--- src/design/ipv4cs_pkg.sv ---
// ----------------------------------------------------------------------------
// ipv4cs_pkg
// Shared types, constants and helpers for the IPv4 header and L4 checksum
// engine.
// ----------------------------------------------------------------------------
package ipv4cs_pkg;

  // payload kind reported with each result
  typedef enum logic [1:0] {
    KIND_NONE = 2'd0,
    KIND_TCP  = 2'd1,
    KIND_UDP  = 2'd2,
    KIND_ICMP = 2'd3
  } kind_e;

  // result status
  typedef enum logic [1:0] {
    STATUS_OK      = 2'd0,
    STATUS_BAD_IHL = 2'd1,
    STATUS_SHORT   = 2'd2
  } status_e;

  // ip protocol numbers
  localparam logic [7:0] PROTO_ICMP = 8'd1;
  localparam logic [7:0] PROTO_IGMP = 8'd2;
  localparam logic [7:0] PROTO_TCP  = 8'd6;
  localparam logic [7:0] PROTO_UDP  = 8'd17;

  // header byte positions
  localparam logic [15:0] POS_IHL       = 16'd0;
  localparam logic [15:0] POS_LEN_HI    = 16'd2;
  localparam logic [15:0] POS_LEN_LO    = 16'd3;
  localparam logic [15:0] POS_PROTO     = 16'd9;
  localparam logic [15:0] POS_CSUM_LO   = 16'd11;
  localparam logic [15:0] POS_PSEUDO_LO = 16'd13;
  localparam logic [15:0] POS_PSEUDO_HI = 16'd19;
  localparam logic [15:0] POS_MAX       = 16'hFFFF;

  localparam logic [5:0]  MIN_HDR_BYTES = 6'd20;
  localparam logic [15:0] MIN_FRAME     = 16'd4;

  // offset of the low byte of the l4 checksum field within the payload
  localparam logic [15:0] TCP_CSUM_LO  = 16'd17;
  localparam logic [15:0] UDP_CSUM_LO  = 16'd7;
  localparam logic [15:0] ICMP_CSUM_LO = 16'd3;

  // frame summary handed from the parser to the finishing stages
  typedef struct packed {
    logic [31:0] hdr_acc;
    logic [31:0] pay_acc;
    logic [5:0]  hdr_bytes;
    logic [15:0] total_len;
    logic [7:0]  proto;
    logic [7:0]  held_hi;
    logic [15:0] count;
  } frame_sum_t;

  function automatic kind_e kind_of(input logic [7:0] p);
    kind_e k;
    k = KIND_NONE;
    if (p == PROTO_TCP) k = KIND_TCP;
    else if (p == PROTO_UDP) k = KIND_UDP;
    else if (p == PROTO_ICMP || p == PROTO_IGMP) k = KIND_ICMP;
    return k;
  endfunction

  function automatic logic [15:0] csum_lo_off(input kind_e k);
    logic [15:0] off;
    case (k)
      KIND_TCP: off = TCP_CSUM_LO;
      KIND_UDP: off = UDP_CSUM_LO;
      default:  off = ICMP_CSUM_LO;
    endcase
    return off;
  endfunction

endpackage

--- src/design/ipv4cs_parse.sv ---
// ----------------------------------------------------------------------------
// ipv4cs_parse
// Input register and per-byte header parse; keeps the running header and
// l4 word sums and hands a frame summary on at frame end.
// ----------------------------------------------------------------------------
module ipv4cs_parse (
  input  logic                   clk_i,
  input  logic                   rst_ni,
  input  logic                   s_axis_tvalid_i,
  output logic                   s_axis_tready_o,
  input  logic [7:0]             s_axis_tdata_i,   // data_byte
  input  logic                   s_axis_tlast_i,   // frame_end
  output logic                   sum_valid_o,
  input  logic                   sum_ready_i,
  output ipv4cs_pkg::frame_sum_t sum_o
);

  // input register
  logic       in_v_q, in_v_d;
  logic [7:0] byte_q;
  logic       last_q;
  logic       in_adv;

  // frame state
  logic [15:0] pos_q, pos_d;
  logic [5:0]  hb_q, hb_d;
  logic [15:0] tl_q, tl_d;
  logic [7:0]  pr_q, pr_d;
  logic [31:0] hacc_q, hacc_d;
  logic [31:0] pacc_q, pacc_d;
  logic [7:0]  held_q, held_d;
  logic        reached_q, reached_d;

  // next values for the byte in the input register
  logic [15:0] pos_n;
  logic [5:0]  hb_n;
  logic [15:0] tl_n;
  logic [7:0]  pr_n;
  logic [31:0] hacc_n, pacc_n;
  logic [7:0]  held_n;
  logic        reached_n;
  logic [15:0] word;
  logic [15:0] pay_off;
  logic        add_hdr, add_pseudo, add_pay;
  logic [31:0] pay_addend;
  ipv4cs_pkg::kind_e kind;

  // summary register
  logic                   sum_v_q, sum_v_d;
  ipv4cs_pkg::frame_sum_t sum_q;

  // handshake
  assign in_adv          = in_v_q && (!last_q || !sum_v_q || sum_ready_i);
  assign s_axis_tready_o = !in_v_q || in_adv;
  assign in_v_d          = s_axis_tready_o ? s_axis_tvalid_i : in_v_q;

  // per-byte parse and accumulate
  always_comb begin
    hb_n       = hb_q;
    tl_n       = tl_q;
    pr_n       = pr_q;
    hacc_n     = hacc_q;
    pacc_n     = pacc_q;
    held_n     = held_q;
    reached_n  = reached_q;
    word       = {held_q, byte_q};
    add_hdr    = 1'b0;
    add_pseudo = 1'b0;
    add_pay    = 1'b0;
    pay_off    = pos_q - {10'd0, hb_q};
    pay_addend = 32'd0;
    kind       = ipv4cs_pkg::kind_of(pr_q);
    if (!reached_q) begin
      if (pos_q == ipv4cs_pkg::POS_IHL) hb_n = {byte_q[3:0], 2'b00};
      if (pos_q == ipv4cs_pkg::POS_LEN_HI) tl_n = {byte_q, 8'd0};
      if (pos_q == ipv4cs_pkg::POS_LEN_LO) tl_n = tl_q | {8'd0, byte_q};
      if (pos_q == ipv4cs_pkg::POS_PROTO) pr_n = byte_q;
      kind    = ipv4cs_pkg::kind_of(pr_n);
      pay_off = pos_q - {10'd0, hb_n};
      if (!pos_q[0]) begin
        held_n = byte_q;
      end else begin
        add_hdr    = (pos_q < {10'd0, hb_n}) && (pos_q != ipv4cs_pkg::POS_CSUM_LO);
        add_pseudo = (kind == ipv4cs_pkg::KIND_TCP || kind == ipv4cs_pkg::KIND_UDP) &&
                     (pos_q >= ipv4cs_pkg::POS_PSEUDO_LO) &&
                     (pos_q <= ipv4cs_pkg::POS_PSEUDO_HI);
        add_pay    = (kind != ipv4cs_pkg::KIND_NONE) && (pos_q >= {10'd0, hb_n}) &&
                     (pos_q < tl_n) && (pay_off != ipv4cs_pkg::csum_lo_off(kind));
      end
      if (add_hdr) hacc_n = hacc_q + {16'd0, word};
      if (add_pseudo && add_pay) pay_addend = {15'd0, word, 1'b0};
      else if (add_pseudo || add_pay) pay_addend = {16'd0, word};
      pacc_n = pacc_q + pay_addend;
      if ((pos_q >= ipv4cs_pkg::POS_LEN_LO) &&
          (({1'b0, pos_q} + 17'd1) >= {1'b0, tl_n})) begin
        reached_n = 1'b1;
      end
    end
    pos_n = (pos_q != ipv4cs_pkg::POS_MAX) ? pos_q + 16'd1 : pos_q;
  end

  // state update, cleared after every frame end
  always_comb begin
    pos_d     = pos_q;
    hb_d      = hb_q;
    tl_d      = tl_q;
    pr_d      = pr_q;
    hacc_d    = hacc_q;
    pacc_d    = pacc_q;
    held_d    = held_q;
    reached_d = reached_q;
    if (in_adv) begin
      if (last_q) begin
        pos_d     = 16'd0;
        hb_d      = 6'd0;
        tl_d      = 16'd0;
        pr_d      = 8'd0;
        hacc_d    = 32'd0;
        pacc_d    = 32'd0;
        held_d    = 8'd0;
        reached_d = 1'b0;
      end else begin
        pos_d     = pos_n;
        hb_d      = hb_n;
        tl_d      = tl_n;
        pr_d      = pr_n;
        hacc_d    = hacc_n;
        pacc_d    = pacc_n;
        held_d    = held_n;
        reached_d = reached_n;
      end
    end
  end

  // summary valid
  always_comb begin
    sum_v_d = sum_v_q;
    if (sum_ready_i) sum_v_d = 1'b0;
    if (in_adv && last_q) sum_v_d = 1'b1;
  end

  // control and state registers
  always_ff @(posedge clk_i or negedge rst_ni) begin
    if (!rst_ni) begin
      in_v_q    <= 1'b0;
      sum_v_q   <= 1'b0;
      pos_q     <= 16'd0;
      hb_q      <= 6'd0;
      tl_q      <= 16'd0;
      pr_q      <= 8'd0;
      hacc_q    <= 32'd0;
      pacc_q    <= 32'd0;
      held_q    <= 8'd0;
      reached_q <= 1'b0;
    end else begin
      in_v_q    <= in_v_d;
      sum_v_q   <= sum_v_d;
      pos_q     <= pos_d;
      hb_q      <= hb_d;
      tl_q      <= tl_d;
      pr_q      <= pr_d;
      hacc_q    <= hacc_d;
      pacc_q    <= pacc_d;
      held_q    <= held_d;
      reached_q <= reached_d;
    end
  end

  // input word and frame summary payload
  always_ff @(posedge clk_i) begin
    if (s_axis_tvalid_i && s_axis_tready_o) begin
      byte_q <= s_axis_tdata_i;
      last_q <= s_axis_tlast_i;
    end
    if (in_adv && last_q) begin
      sum_q.hdr_acc   <= hacc_n;
      sum_q.pay_acc   <= pacc_n;
      sum_q.hdr_bytes <= hb_n;
      sum_q.total_len <= tl_n;
      sum_q.proto     <= pr_n;
      sum_q.held_hi   <= held_n;
      sum_q.count     <= pos_n;
    end
  end

  assign sum_valid_o = sum_v_q;
  assign sum_o       = sum_q;

endmodule

--- src/design/ipv4cs_finish.sv ---
// ----------------------------------------------------------------------------
// ipv4cs_finish
// Frame-end checks, pseudo-header and pad terms, then carry fold and
// complement into the result register.
// ----------------------------------------------------------------------------
module ipv4cs_finish (
  input  logic                   clk_i,
  input  logic                   rst_ni,
  input  logic                   sum_valid_i,
  output logic                   sum_ready_o,
  input  ipv4cs_pkg::frame_sum_t sum_i,
  output logic                   m_axis_tvalid_o,
  input  logic                   m_axis_tready_i,
  output logic [31:0]            m_axis_tdata_o,   // header_checksum, payload_checksum
  output logic [3:0]             m_axis_tuser_o    // payload_kind, status
);

  // check stage
  logic               chk_v_q, chk_v_d;
  logic [31:0]        chk_hacc_q;
  logic [31:0]        chk_pacc_q;
  logic               chk_pay_en_q;
  ipv4cs_pkg::kind_e   chk_kind_q;
  ipv4cs_pkg::status_e chk_status_q;

  // output register
  logic        out_v_q, out_v_d;
  logic [15:0] out_hdr_q, out_pay_q;
  logic [1:0]  out_kind_q, out_status_q;

  logic                out_free, chk_free;
  ipv4cs_pkg::kind_e   kind;
  ipv4cs_pkg::status_e status;
  logic [15:0]         plen;
  logic [31:0]         pseudo_term, pad_term, pay_total;

  function automatic logic [15:0] fold_not(input logic [31:0] s);
    logic [16:0] t;
    logic [16:0] u;
    t = {1'b0, s[31:16]} + {1'b0, s[15:0]};
    u = t + {16'd0, t[16]};
    return ~u[15:0];
  endfunction

  assign out_free    = !out_v_q || m_axis_tready_i;
  assign chk_free    = !chk_v_q || out_free;
  assign sum_ready_o = chk_free;

  // length checks and pseudo-header terms
  always_comb begin
    kind   = ipv4cs_pkg::kind_of(sum_i.proto);
    status = ipv4cs_pkg::STATUS_OK;
    if (sum_i.hdr_bytes < ipv4cs_pkg::MIN_HDR_BYTES) status = ipv4cs_pkg::STATUS_BAD_IHL;
    else if (sum_i.count < ipv4cs_pkg::MIN_FRAME) status = ipv4cs_pkg::STATUS_SHORT;
    else if (sum_i.total_len < {10'd0, sum_i.hdr_bytes}) status = ipv4cs_pkg::STATUS_BAD_IHL;
    else if (sum_i.count < sum_i.total_len) status = ipv4cs_pkg::STATUS_SHORT;
    plen        = sum_i.total_len - {10'd0, sum_i.hdr_bytes};
    pseudo_term = 32'd0;
    if (kind == ipv4cs_pkg::KIND_TCP || kind == ipv4cs_pkg::KIND_UDP) begin
      pseudo_term = {24'd0, sum_i.proto} + {16'd0, plen};
    end
    pad_term  = plen[0] ? {16'd0, sum_i.held_hi, 8'd0} : 32'd0;
    pay_total = sum_i.pay_acc + pseudo_term + pad_term;
  end

  // stage valids
  always_comb begin
    chk_v_d = chk_v_q;
    if (chk_free) chk_v_d = sum_valid_i;
    out_v_d = out_v_q;
    if (out_free) out_v_d = chk_v_q;
  end

  always_ff @(posedge clk_i or negedge rst_ni) begin
    if (!rst_ni) begin
      chk_v_q <= 1'b0;
      out_v_q <= 1'b0;
    end else begin
      chk_v_q <= chk_v_d;
      out_v_q <= out_v_d;
    end
  end

  // check stage and fold stage payload
  always_ff @(posedge clk_i) begin
    if (chk_free && sum_valid_i) begin
      chk_hacc_q   <= sum_i.hdr_acc;
      chk_pacc_q   <= pay_total;
      chk_pay_en_q <= (kind != ipv4cs_pkg::KIND_NONE);
      chk_kind_q   <= kind;
      chk_status_q <= status;
    end
    if (out_free && chk_v_q) begin
      out_kind_q   <= chk_kind_q;
      out_status_q <= chk_status_q;
      if (chk_status_q == ipv4cs_pkg::STATUS_OK) begin
        out_hdr_q <= fold_not(chk_hacc_q);
        out_pay_q <= chk_pay_en_q ? fold_not(chk_pacc_q) : 16'd0;
      end else begin
        out_hdr_q <= 16'd0;
        out_pay_q <= 16'd0;
      end
    end
  end

  assign m_axis_tvalid_o = out_v_q;
  assign m_axis_tdata_o  = {out_pay_q, out_hdr_q};
  assign m_axis_tuser_o  = {out_status_q, out_kind_q};

endmodule

--- src/design/ipv4_l4_checksum_engine_core.sv ---
// ----------------------------------------------------------------------------
// ipv4_l4_checksum_engine_core
// IPv4 header and TCP/UDP/ICMP/IGMP checksum engine, one byte per cycle unless stalled.
// ----------------------------------------------------------------------------
// Bytes of an IPv4 packet enter one per cycle unless the input is stalled,
// header first, with tlast on the final byte of the frame. The input takes a
// byte every cycle with no gaps except at a frame's last byte, which waits in
// the input register while the summary register is full and not taken; each
// byte goes through the input register and a single add into the running sums.
// One result word leaves per frame, through the summary, length check and
// carry fold registers behind the input register. A result that waits on
// m_axis_tready_i stalls only once the three finishing stages are full.
// Result status 0 means good, 1 a bad header length, 2 a short frame; on
// error both checksums read zero. Bytes beyond the total length are ignored.
module ipv4_l4_checksum_engine_core (
  input  logic        clk_i,
  input  logic        rst_ni,
  input  logic        s_axis_tvalid_i,
  output logic        s_axis_tready_o,
  input  logic [7:0]  s_axis_tdata_i,   // data_byte
  input  logic        s_axis_tlast_i,   // frame_end
  output logic        m_axis_tvalid_o,
  input  logic        m_axis_tready_i,
  output logic [31:0] m_axis_tdata_o,   // header_checksum, payload_checksum
  output logic [3:0]  m_axis_tuser_o    // payload_kind, status
);

  logic                   sum_valid;
  logic                   sum_ready;
  ipv4cs_pkg::frame_sum_t frame_sum;

  // byte parse and running sums
  ipv4cs_parse u_parse (
    .clk_i           (clk_i),
    .rst_ni          (rst_ni),
    .s_axis_tvalid_i (s_axis_tvalid_i),
    .s_axis_tready_o (s_axis_tready_o),
    .s_axis_tdata_i  (s_axis_tdata_i),
    .s_axis_tlast_i  (s_axis_tlast_i),
    .sum_valid_o     (sum_valid),
    .sum_ready_i     (sum_ready),
    .sum_o           (frame_sum)
  );

  // frame-end checks and fold
  ipv4cs_finish u_finish (
    .clk_i           (clk_i),
    .rst_ni          (rst_ni),
    .sum_valid_i     (sum_valid),
    .sum_ready_o     (sum_ready),
    .sum_i           (frame_sum),
    .m_axis_tvalid_o (m_axis_tvalid_o),
    .m_axis_tready_i (m_axis_tready_i),
    .m_axis_tdata_o  (m_axis_tdata_o),
    .m_axis_tuser_o  (m_axis_tuser_o)
  );

endmodule

--- config.mk ---
export PLATFORM = sky130hd
export DESIGN_NAME = ipv4_l4_checksum_engine_core
export DESIGN_NICKNAME = d
export VERILOG_FILES = /design/src/design/ipv4cs_pkg.sv /design/src/design/ipv4cs_parse.sv /design/src/design/ipv4cs_finish.sv /design/src/design/ipv4_l4_checksum_engine_core.sv
export SDC_FILE = /design/constraint.sdc
export NUM_CORES = 1
export LEC_CHECK = 0
export BUFFER_PORTS_ARGS = -buffer_cell sky130_fd_sc_hd__buf_2
export CORE_MARGIN = 5
export CORE_UTILIZATION = 65
export DETAILED_ROUTE_END_ITERATION = 8
export GPL_ROUTABILITY_DRIVEN = 1
export PLACE_DENSITY_LB_ADDON = 0.08
export SLEW_MARGIN = 5
export SYNTH_ARGS = -nofsm -noshare
export SYNTH_HDL_FRONTEND = slang
export SYNTH_SLANG_ARGS = --single-unit
export TNS_END_PERCENT = 5
--- constraint.sdc ---
create_clock -name clk_i -period 16.2 [get_ports clk_i]
set_clock_uncertainty 0.1 [all_clocks]
set_input_delay 0.81 -clock clk_i [delete_from_list [all_inputs] [get_ports clk_i]]
set_output_delay 0.81 -clock clk_i [all_outputs]
set_load 0.02 [all_outputs]
# [Word level (Yosys, flattened, before mapping)]
# Cells that the tools add are included.
[op_classes] addsub=13 magnitude_cmp=11 n_eq_ne=18 muxes=52 bitwise_logic=3 reduce_logical=34
[ops] operator="two-way mux 32 bit" count=8
[ops] operator="two-way mux 16 bit" count=11
[ops] operator="adder 32 bit" count=3
[ops] operator="two-way mux 8 bit" count=7
[ops] operator="adder 16 x 16 -> 17 bit" count=2
[ops] operator="adder 16 x 1 -> 16 bit" count=2
[ops] operator="adder 32 x 16 -> 32 bit" count=1
[ops] operator="== test 16 x 2 -> 1 bit, second input constant" count=2
[ops] operator="less-than comparator 16 bit" count=2
[ops] operator="less-than comparator 16 x 6 -> 1 bit" count=2
[ops] operator="inverter 16 bit" count=2
[ops] operator="subtractor 16 x 6 -> 16 bit" count=2
[ops] operator="two-way mux 6 bit" count=4
[ops] operator="two-way mux 2 bit" count=10
[ops] operator="adder 16 x 1 -> 17 bit, second input constant" count=1
[ops] operator="adder 8 x 16 -> 17 bit" count=1
[ops] operator=">= comparator 17 x 16 -> 1 bit" count=1
[ops] operator="adder 16 x 1 -> 16 bit, second input constant" count=1
[ops] operator="== test 16 x 4 -> 1 bit, second input constant" count=1
[ops] operator="== test 8 x 1 -> 1 bit, second input constant" count=2
[ops] operator="== test 8 x 2 -> 1 bit, second input constant" count=2
[ops] operator="== test 8 x 3 -> 1 bit, second input constant" count=2
[ops] operator="== test 8 x 5 -> 1 bit, second input constant" count=2
[ops] operator=">= comparator 16 x 2 -> 1 bit, second input constant" count=1
[ops] operator="20 further kinds" count=59
[word_totals] reg_bits=355 input_bits=13 output_inout_bits=38

# [Longest topological paths before layout]
# Gate-level depths: netlist (run 1).
[logic_depth] depth_word=24 mapped_depth=33 depth_no_buf=30

# [Cells and area by module]
# A second synthesis (run 1) with hierarchy kept.
[unflattened] cells_unflattened=2337 hier_area_um2=23388.7
[modules_own_cells] module="ipv4cs_parse" instances=1 cells_each=1470 area_per_inst_um2=14752.9 seq_area_each_um2=6841.6
[modules_own_cells] module="ipv4cs_finish" instances=1 cells_each=867 area_per_inst_um2=8635.8 seq_area_each_um2=3203.1

# [Worst setup path before layout (run 1)]
# Ideal clock, no wire load.
[synth_timing] path_type="reg-to-reg" startpoint="register u_parse.pos_q[15]" endpoint="register u_parse.sum_q (netlist bit u_parse.sum_o[72]) (data pin)" setup_ns=0.258 arrival_time_ns=6.795 required_time_ns=15.842 path_slack_ns=9.047 path_stages_with_launch=31 period_less_slack_ns=7.153 cell_sequence="dfrtp_1 -> or3_1 -> nor4_1 -> nand2_1 -> nor4_1 -> nand2_1 -> and2_1 -> ha_1 -> fa_1 -> nor2b_1 -> o21a_1 -> o211a_1 -> o21a_1 -> a2111oi_0 -> o2111ai_1 -> or3b_2 -> xor2_2 -> buf_4 -> and2_1 -> ha_1 -> inv_1 -> fa_1 -> nor2b_1 -> o21a_1 -> o21ai_0 -> a21oi_1 -> o21ai_0 -> a21o_1 -> o31ai_1 -> and3_1 -> xnor2_1"
[synth_between] elab_chain_len=23 word_cells_on_any_way=49 classes_between="add/sub: 2; order compare: 4; eq/ne: 10; mux: 22; reduce/logical: 11"
[synth_lines] item="start: declaration" line_no="ipv4cs_parse.sv:25" text="logic [15:0] pos_q, pos_d;"
[synth_lines] item="start signal: assignment" line_no="ipv4cs_parse.sv:158" text="pos_q <= pos_d;"
[synth_lines] item="== test 16 x 4 -> 1 bit" line_no="ipv4cs_parse.sv:77" text="if (pos_q == ipv4cs_pkg::POS_PROTO) pr_n = byte_q;"
[synth_lines] item="two-way mux 8 bit" line_no="ipv4cs_parse.sv:77"
[synth_lines] item="two-way mux 8 bit" line_no="ipv4cs_parse.sv:73" text="if (!reached_q) begin"
[synth_lines] item="== test 8 x 1 -> 1 bit / == test 8 x 2 -> 1 bit (equally long branches)" line_no="ipv4cs_pkg.sv:63" text="else if (p == PROTO_ICMP || p == PROTO_IGMP) k = KIND_ICMP;"
[synth_lines] item="logical OR 1 bit" line_no="ipv4cs_pkg.sv:63"
[synth_lines] item="two-way mux 2 bit" line_no="ipv4cs_pkg.sv:63"
[synth_lines] item="two-way mux 2 bit" line_no="ipv4cs_pkg.sv:62" text="else if (p == PROTO_UDP) k = KIND_UDP;"
[synth_lines] item="two-way mux 2 bit" line_no="ipv4cs_pkg.sv:61" text="if (p == PROTO_TCP) k = KIND_TCP;"
[synth_lines] item="[8 not listed]"
[synth_lines] item="two-way mux 1 bit" line_no="ipv4cs_parse.sv:73"
[synth_lines] item="logical OR 1 bit" line_no="ipv4cs_parse.sv:92" text="else if (add_pseudo || add_pay) pay_addend = {16'd0, word};"
[synth_lines] item="two-way mux 16 bit" line_no="ipv4cs_parse.sv:92"
[synth_lines] item="two-way mux 32 bit *" line_no="ipv4cs_parse.sv:91" text="if (add_pseudo && add_pay) pay_addend = {15'd0, word, 1'b0};"
[synth_lines] item="two-way mux 32 bit *" line_no="ipv4cs_parse.sv:73"
[synth_lines] item="adder 32 bit *" line_no="ipv4cs_parse.sv:93" text="pacc_n = pacc_q + pay_addend;"
[synth_lines] item="two-way mux 32 bit *" line_no="ipv4cs_parse.sv:73"
[synth_lines] item="named net u_parse.pacc_n[18]" line_no="ipv4cs_parse.sv:39" text="logic [31:0] hacc_n, pacc_n;"
[synth_lines] item="end: declaration" line_no="ipv4cs_parse.sv:50" text="ipv4cs_pkg::frame_sum_t sum_q;"
# Mark *: on every way through the listed nets, which the timed path passes. The rest lies on a longest branch. The select of a mux whose other input is x is not followed.
# A chain may end at the register's enable or synchronous reset.

# [Worst setup path after layout (run 1)]
# Same ends and word-level chain as after synthesis.

==> results of run 1 <==
-- sequential cells by signal (all words and copies together), names as in the netlist, 2 cells and up --
register	cells
u_parse.byte_q	8
u_finish.chk_hacc_q	32
u_parse.pacc_q	32
u_finish.out_status_q	2
u_finish.out_kind_q	2
u_parse.pos_q	16
u_finish.chk_status_q	2
u_parse.hacc_q	32
u_parse.pr_q	8
u_parse.held_q	8
u_finish.chk_kind_q	2
u_parse.hb_q	6
u_parse.sum_o	118
u_finish.out_hdr_q	16
u_finish.chk_pacc_q	32
u_parse.tl_q	16
u_finish.out_pay_q	16
-- power by group through the flow --
stage | Combinational (W) | Sequential (W) | Clock [W]
after floorplan | 0.000347 | 0.00109 | 0
after CTS | 0.000482 | 0.00108 | 0.000985
after detailed placement | 0.000476 | 0.00109 | 0
after global routing | 0.000534 | 0.00108 | 0.00102
after global placement | 0.000466 | 0.00109 | 0
final | 0.000485 | 0.00108 | 0.000970
-- placed cells by master, fill, tap and decap left out, drive strengths merged, types with 6 or more instances in the layout --
master,netlist,layout
a211o,8,8
a31o,8,8
bufinv,0,8
edfxtp,232,232
dfrtp,123,123
xnor2,104,104
o21ai,117,117
and3,28,28
a21oi,113,113
clkbuf,73,53
a211oi,14,14
a22o,83,83
o211ai,6,6
nand2b,28,28
a31oi,21,21
xor2,54,54
o21bai,14,14
o31ai,17,17
fa,16,16
nor4,16,16
nand2,161,161
mux2i,23,23
a21o,62,62
o21a,25,25
nor3b,13,13
nor2,137,137
clkinv,1,9
nor2b,41,41
nand3,77,77
ha,170,170
and2,29,29
mux2,38,38
or2,8,8
inv,72,74
buf,7,65
nor3,43,43
or3,16,16
or4,6,6
a2111oi,10,10
nand4,22,22
-- synth_stat cells, types with 4 or more instances --
master | count | area, sq um
mux2_2 | 38 | 427.9
nor3b_1 | 13 | 97.59
nand3_1 | 77 | 385.4
and2_1 | 28 | 175.2
fa_1 | 16 | 320.3
a22o_1 | 83 | 727.0
inv_1 | 72 | 270.3
dfrtp_1 | 123 | 3078
o2111ai_1 | 5 | 43.79
clkbuf_1 | 73 | 274.0
o21ai_0 | 114 | 570.6
a21o_1 | 62 | 465.5
or3_1 | 16 | 100.1
nand2_1 | 160 | 600.6
a31o_2 | 8 | 70.07
a31oi_1 | 21 | 131.4
o211ai_1 | 6 | 45.04
edfxtp_1 | 232 | 6967
xor2_1 | 53 | 464.2
nor4_1 | 16 | 100.1
or4_1 | 6 | 45.04
o311ai_0 | 4 | 35.03
nand4_1 | 22 | 137.6
xnor2_1 | 104 | 910.9
or2_2 | 7 | 43.79
a2111oi_0 | 10 | 87.58
o211a_1 | 4 | 40.04
nor2b_1 | 41 | 256.5
o21a_1 | 25 | 187.7
nand3b_1 | 4 | 30.03
ha_1 | 170 | 2127
a21oi_1 | 113 | 565.5
mux2i_1 | 23 | 230.2
nor2_1 | 136 | 510.5
nor3_1 | 43 | 215.2
a211o_1 | 8 | 70.07
a311oi_1 | 5 | 43.79
and4_1 | 4 | 35.03
a211oi_1 | 13 | 97.59
o31ai_1 | 17 | 127.6
nand2b_1 | 28 | 175.2
o21bai_1 | 14 | 105.1
and3_1 | 28 | 175.2
-- through the flow --
step / hold slack (ns) / cell area, sq um / std cells / power [W]
after global placement: 0.3015 / 22710 / 2534 / 0.001558
after detailed placement: 0.3045 / 22710 / 2534 / 0.001570
after CTS: 0.3139 / 24120 / 2606 / 0.002543
after floorplan: 0.3003 / 22060 / 2101 / 0.001437
after global routing: 0.3234 / 24120 / 2606 / 0.002640
final: 0.2955 / 24120 / 2606 / 0.002533
-- final cells by class --
| cell class | count | area (sq um) | share of cell area [%] |
|---|---|---|---|
| clock buffers | 53 | 1090 | 4.518 |
| clock inverters | 19 | 326.6 | 1.354 |
| inverters | 73 | 274.0 | 1.136 |
| multi-input cells | 1593 | 11460 | 47.51 |
| flip-flops and latches | 355 | 10040 | 41.64 |
| well taps | 448 | 560.5 | 2.324 |
| repair buffers | 65 | 365.4 | 1.515 |
-- critical path: cells and delay by family, from the launching register on --
family                     cells  cell delay, ns
and+or+nand+nor               11            4.00
AOI/OAI and AO/OA             11            2.36
adders and majority gates      3            0.83
xor gates and xnor gates       2            0.67
DFF                            1            0.47
buffers and inverters          1            0.05
-- kinds of logic after synthesis --
logic type	after synthesis	share of synthesized area (%)
AOI/OAI and AO/OA	539	16.62
DFF	355	45.52
adders and majority gates	186	11.09
and+or+nand+nor	649	14.82
xor gates and xnor gates	158	6.306
buffers and inverters	153	2.654
muxes	61	2.983
-- layer usage --
metal | part of all wire [%] | GRT usage (%)
met1 | 43 | 39.28
met2 | 47 | 45.95
met3 | 6.7 | 4.361
met4 | 3.5 | 9.974
met5 | 0 | 0
-- worst min path at each step --
stage,slack [ns],cells after the start,to,start
finish,0.30,1,u_parse.in_v_q,rst_ni
global route,0.32,1,u_parse.byte_q[7],s_axis_tdata_i[7]
CTS,0.31,0,u_finish.chk_hacc_q[16],u_parse.sum_o[102]
detailed placement,0.30,0,u_finish.chk_hacc_q[27],u_parse.sum_o[113]
global placement,0.30,0,u_finish.out_kind_q[1],u_finish.chk_kind_q[1]
floorplan,0.30,0,u_finish.chk_hacc_q[0],u_parse.sum_o[86]
==> results.json, run 1 <==
{
  "setup_viol": 0,
  "ir_drop_v": 0.0001102,
  "syn_nets": 2300,
  "rows": 67,
  "cap_violations": 0,
  "fmaxAchievable_mhz": 114.3,
  "syn2layout_area_growth_pct": 9.322,
  "ys_async_sr_fraction_pct": 34.65,
  "fillers": 2450,
  "r2r-start": "u_parse.pos_q[15]",
  "clk_latency_ns": 0.55,
  "numCtsBuffers": 39,
  "io_pins": 51,
  "wl_per_cell_um": 20.99,
  "intPower_w": 0.001828,
  "start_kind": "register",
  "ys_types": 79,
  "layout_setup_ws_ns": 7.449,
  "synthCells": 2101,
  "grt_max_degree": 77,
  "critPathKind": "reg2reg",
  "critical_path.max_stage_delay_ns": 0.82,
  "ant_nets": 0,
  "place_ws_ns": 7.571,
  "drtIter0Drc": 1471,
  "postCtsHoldBufs": 0,
  "grt_pass1_wl_mm": 85.97,
  "antenna_found_initial": 0,
  "crit_path_end_kind": "register",
  "h-tree-depth": 2,
  "max_slew.worst_pin.slew_ns": 1.251,
  "hold_viol": 0,
  "grt_setup_unrepaired": "no",
  "grt_pass1_vias": 15900,
  "p_sw_w": 0.0007051,
  "status": "complete, no violations",
  "die_area_sq_mm": 0.03773,
  "cts_num_sinks": 355,
  "path_clk_slew_ns": 0.06,
  "fin_nets": 2326,
  "synth.avg_cell_area_sq_um": 10.50,
  "setup_tns_ns": 0,
  "grt_usage_pct": 28.33,
  "worst_r2r_endpoint": "u_parse.sum_o[72]",
  "reg2reg_slack_ns": 7.45,
  "gr-total-overflow": 0,
  "start_util_pct": 65.80,
  "cts_tree": "built",
  "core_area_sq_mm": 0.03353,
  "slew-limit-headroom_pct": 16.59,
  "gp_congestion": 0.8981,
  "period_minus_slack_ns": 8.751,
  "combPwrFrac_pct": 19.2,
  "synth_enable_flop_cells": 232,
  "maxSlewViolCount": 0,
  "critPathArrivalTime_ns": 8.95,
  "startpoint": "u_parse.pos_q[15]",
  "drt_wl_total_mm": 54.70,
  "critPathCapture": "u_parse.sum_o[72]",
  "yosys_most_used_dff": "edfxtp_1",
  "synth_area_sq_mm": 0.02206,
  "cts-resized-gates": 0,
  "seq_area_frac_synth_pct": 45.52,
  "postLayoutCoreUtil_pct": 71.94,
  "cts.root.buffer_cell": "clkbuf_16",
  "cts.path.max_buffers": 3,
  "leakage_nw": 10.47,
  "ys_warn_count": 0,
  "remaining_drc_errors": 0,
  "ff2ff_path_depth": 28,
  "dr.pass1.iters": 5,
  "critPathSlowestCell": "nand3b_1",
  "p_seq_share_pct": 42.5,
  "cp.required_ns": 16.40,
  "port_buffers": 50,
  "critPathMaxFanout": 18,
  "vias": 16590,
  "place_hpwl_mm": 39.41,
  "ys_ff_latch": 355,
  "via_per_inst": 6.365,
  "chipHeight_um": 194.2,
  "drive_above_1_share_pct": 9.082,
  "cts_setup_buffers": 0,
  "switching_share_pct": 27.83,
  "timing.final.crit_share_pct": 54.02,
  "diodes": 0,
  "power_density_mw_per_mm2": 105.0,
  "die_w_um": 194.2,
  "power_frac_clock_pct": 38.3,
  "worst_hold_path_type": "in2async"
}
(Power assumes the default switching activity.)
==> run 2: changes to the inputs <==
--- a/config.mk
+++ b/config.mk
@@ -5,9 +5,10 @@
 export SDC_FILE = /design/constraint.sdc
 export NUM_CORES = 1
 export LEC_CHECK = 0
+export ABC_AREA = 1
 export BUFFER_PORTS_ARGS = -buffer_cell sky130_fd_sc_hd__buf_2
 export CORE_MARGIN = 5
-export CORE_UTILIZATION = 65
+export CORE_UTILIZATION = 64
 export DETAILED_ROUTE_END_ITERATION = 8
 export GPL_ROUTABILITY_DRIVEN = 1
 export PLACE_DENSITY_LB_ADDON = 0.08
==> constraint.sdc (replaced) <==
create_clock -name clk_i -period 9.1 [get_ports clk_i]
set_clock_uncertainty 0.1 [all_clocks]
set_input_delay 0.455 -clock clk_i [delete_from_list [all_inputs] [get_ports clk_i]]
set_output_delay 0.455 -clock clk_i [all_outputs]
set_load 0.02 [all_outputs]
==> run 2 against run 1 <==
Against the previous run: global-route usage rose by 3.3 points; clock-buffer cell count fell by 4; fmax is 18% higher; combinational power rose to 3.2 times the previous value; synthesized cell count increased by 33%; core utilization down 0.97 points; clock power increased by 77%; die area up 5.7%; cell area up 4.6%; sequential share of layout area down 1.8 points; area after synthesis up 4.4%; register-to-register slack got worse by 5.7 ns; critical endpoint is now u_parse.sum_o[78]; largest cell class unchanged.
==> results.json, run 2 <==
{
  "netlist_top_cells_area": "edfxtp_1 (30%), dfrtp_1 (13%), nand2_1 (11%)",
  "die_area_sq_mm": 0.03987,
  "antenna_found_initial": 1,
  "slew-limit-headroom_pct": 22.34,
  "period_minus_slack_ns": 7.400,
  "hold_depth": 4,
  "synth_commonest_cells": "nand2_1 (652), inv_1 (388), nor2_1 (256)",
  "core_area_sq_mm": 0.03557,
  "synth_enable_flop_cells": 232,
  "synth_top_area_share_pct": 30.26,
  "diodes": 0,
  "cts-resized-gates": 0,
  "critPathArrivalTime_ns": 7.62,
  "worst_hold_path_type": "in2reg",
  "maxSlewViolCount": 0,
  "ys_warn_count": 0,
  "reg2reg_slack_ns": 1.70,
  "chipHeight_um": 199.7,
  "top_usage_layer": "met2",
  "layout_setup_ws_ns": 1.700,
  "ys_async_sr_fraction_pct": 34.65,
  "grt_pass1_vias": 19310,
  "cts_tree": "built",
  "status": "complete, no violations",
  "gr-total-overflow": 0,
  "r2r-start": "u_parse.pos_q[9]",
  "ys_ff_latch": 355,
  "drtIter0Drc": 1886,
  "ir_drop_v": 0.0002117,
  "ys_types": 48,
  "gp_congestion": 0.9522,
  "crit_path_end_kind": "register",
  "grt_usage_pct": 31.59,
  "drive_above_1_share_pct": 5.771,
  "start_util_pct": 64.74,
  "dr.pass1.iters": 6,
  "power_density_mw_per_mm2": 210.3,
  "clk_latency_ns": 0.57,
  "setup_tns_ns": 0,
  "synth_area_sq_mm": 0.02303,
  "cts.root.buffer_cell": "clkbuf_16",
  "port_buffers": 50,
  "synth.most_common_cell": "nand2_1",
  "via_per_inst": 5.925,
  "startpoint": "u_parse.pos_q[9]",
  "setup_viol": 0,
  "place_ws_ns": 1.869,
  "finalPower_w": 0.005308,
  "hold_viol": 0,
  "yosys_most_used_dff": "edfxtp_1",
  "io_pins": 51,
  "numCtsBuffers": 40,
  "grt.met3_usage_pct": 5.429,
  "final_common_cell": "nand2_1",
  "grtUsageMet1_pct": 41.46,
  "fin_nets": 3061,
  "h-tree-depth": 2,
  "timing.final.crit_share_pct": 81.32,
  "fmaxAchievable_mhz": 135.1,
  "cts_num_sinks": 355,
  "ff_latch_area_sq_mm": 0.01004,
  "critPathSlowestCell": "nand4_1",
  "cap_violations": 0,
  "critical_path.max_stage_delay_ns": 0.93,
  "globalRouteMet2Util_pct": 53.86,
  "multi_input_area_sq_mm": 0.01129,
  "final_cell_mix": "nand2_1 (652), inv_1 (386), nor2_1 (254), edfxtp_1 (232), o21ai_0 (198)",
  "drt_wl_total_mm": 62.64,
  "remaining_drc_errors": 0,
  "start_kind": "register",
  "critPathMaxFanout": 24,
  "ff2ff_path_depth": 29,
  "syn2layout_area_growth_pct": 9.618,
  "place_hpwl_mm": 46.31,
  "largest_register_ffs": 118,
  "grt_setup_unrepaired": "no",
  "rows": 69,
  "wl_per_cell_um": 18.67,
  "leakage_nw": 11.86,
  "path_clk_slew_ns": 0.06,
  "yosysTopAreaCell": "edfxtp_1",
  "grt_pass1_wl_mm": 99.90,
  "fillers": 2780,
  "cp.required_ns": 9.32,
  "seq_area_frac_synth_pct": 43.62,
  "syn_nets": 2999,
  "ant_nets": 0,
  "cts.path.max_buffers": 3,
  "die_w_um": 199.7,
  "max_slew.worst_pin.slew_ns": 1.162,
  "grt_max_degree": 76,
  "critPathCapture": "u_parse.sum_o[78]",
  "synth.avg_cell_area_sq_um": 8.224,
  "path_common_cell": "nand2_1",
  "critPathKind": "reg2reg",
  "cts_setup_buffers": 0,
  "synthCells": 2800,
  "worst_r2r_endpoint": "u_parse.sum_o[78]",
  "vias": 19880
}
-- run 2: cell count changes in the layout (fill, tap and decap cells not counted), moves of 38 or more --
cell / change
nand2_1: +493
o22ai_1: +43
nand3_1: +62
a21o_1: -50
nor2_1: +120
a22o_1: -70
o21ai_0: +84
inv_1: +314
mux2_2: -38
nor2b_1: -40
a21oi_1: +51
xnor2_1: -78
-- run 2: worst max-delay path: cells and delay by family (launching register included) --
family	cells	cell delay [ns]
flip-flops	1	0.50
adder cells (fa/ha/maj)	3	0.94
AO/OA/AOI/OAI	8	2.52
AND/OR/NAND/NOR	15	2.82
buffers and inverters	3	0.25
-- run 2: power breakdown --
group          internal, W  switching [W]
logic             0.000494        0.00106
registers          0.00193       0.000107
clock network      0.00102       0.000698
-- run 2: through the flow --
stage / area [sq um] / util (%) / hold WS, ns / cells
final: 25240 / 70.96 / 0.09390 / 3355
after CTS: 25240 / 70.96 / 0.07995 / 3355
after global routing: 25240 / 70.96 / 0.1077 / 3355
after floorplan: 23030 / - / 0.05941 / 2800
after detailed placement: 23750 / 66.76 / 0.2313 / 3270
after global placement: 23750 / 66.76 / 0.2321 / 3270
-- run 2: cell type report --
class	instances	area share, %
flip-flops and latches	355	39.80
multi-input cells	1998	44.72
clock inverters	25	1.224
repair buffers	76	1.884
well taps	461	2.285
inverters	391	5.825
clock buffers	49	4.263
-- run 2: worst min-delay path by stage --
stage	start	to	slack, ns
2_1_floorplan	rst_ni	u_finish.chk_v_q	0.06
3_3_place_gp	rst_ni	u_parse.tl_q[9]	0.23
3_5_place_dp	rst_ni	u_parse.tl_q[9]	0.23
4_1_cts	m_axis_tready_i	u_finish.m_axis_tvalid_o	0.08
5_1_grt	m_axis_tready_i	u_finish.m_axis_tvalid_o	0.11
6_report	m_axis_tready_i	u_finish.m_axis_tvalid_o	0.09
-- run 2: cell families after synthesis --
| group | Yosys count | synth area share (%) |
|---|---|---|
| AOI/OAI and AO/OA | 500 | 11.99 |
| buffers and inverters | 447 | 7.466 |
| DFF | 355 | 43.62 |
| adders and majority gates | 186 | 10.63 |
| xor gates and xnor gates | 108 | 4.108 |
| and+or+nand+nor | 1204 | 22.19 |
-- run 2: per-layer routing --
metal / vias to the layer above / wire [um]
met5: - / 20
met4: 2 / 2054
met3: 159 / 5214
met2: 873 / 30180
met1: 9329 / 25160
li1: 9516 / -
-- run 2: what timing repair did --
item / CTS / global route
hold buffers: 11 / 0
setup endpoints to repair: 0 / 0
endpoints found under the hold margin: 23 / 0
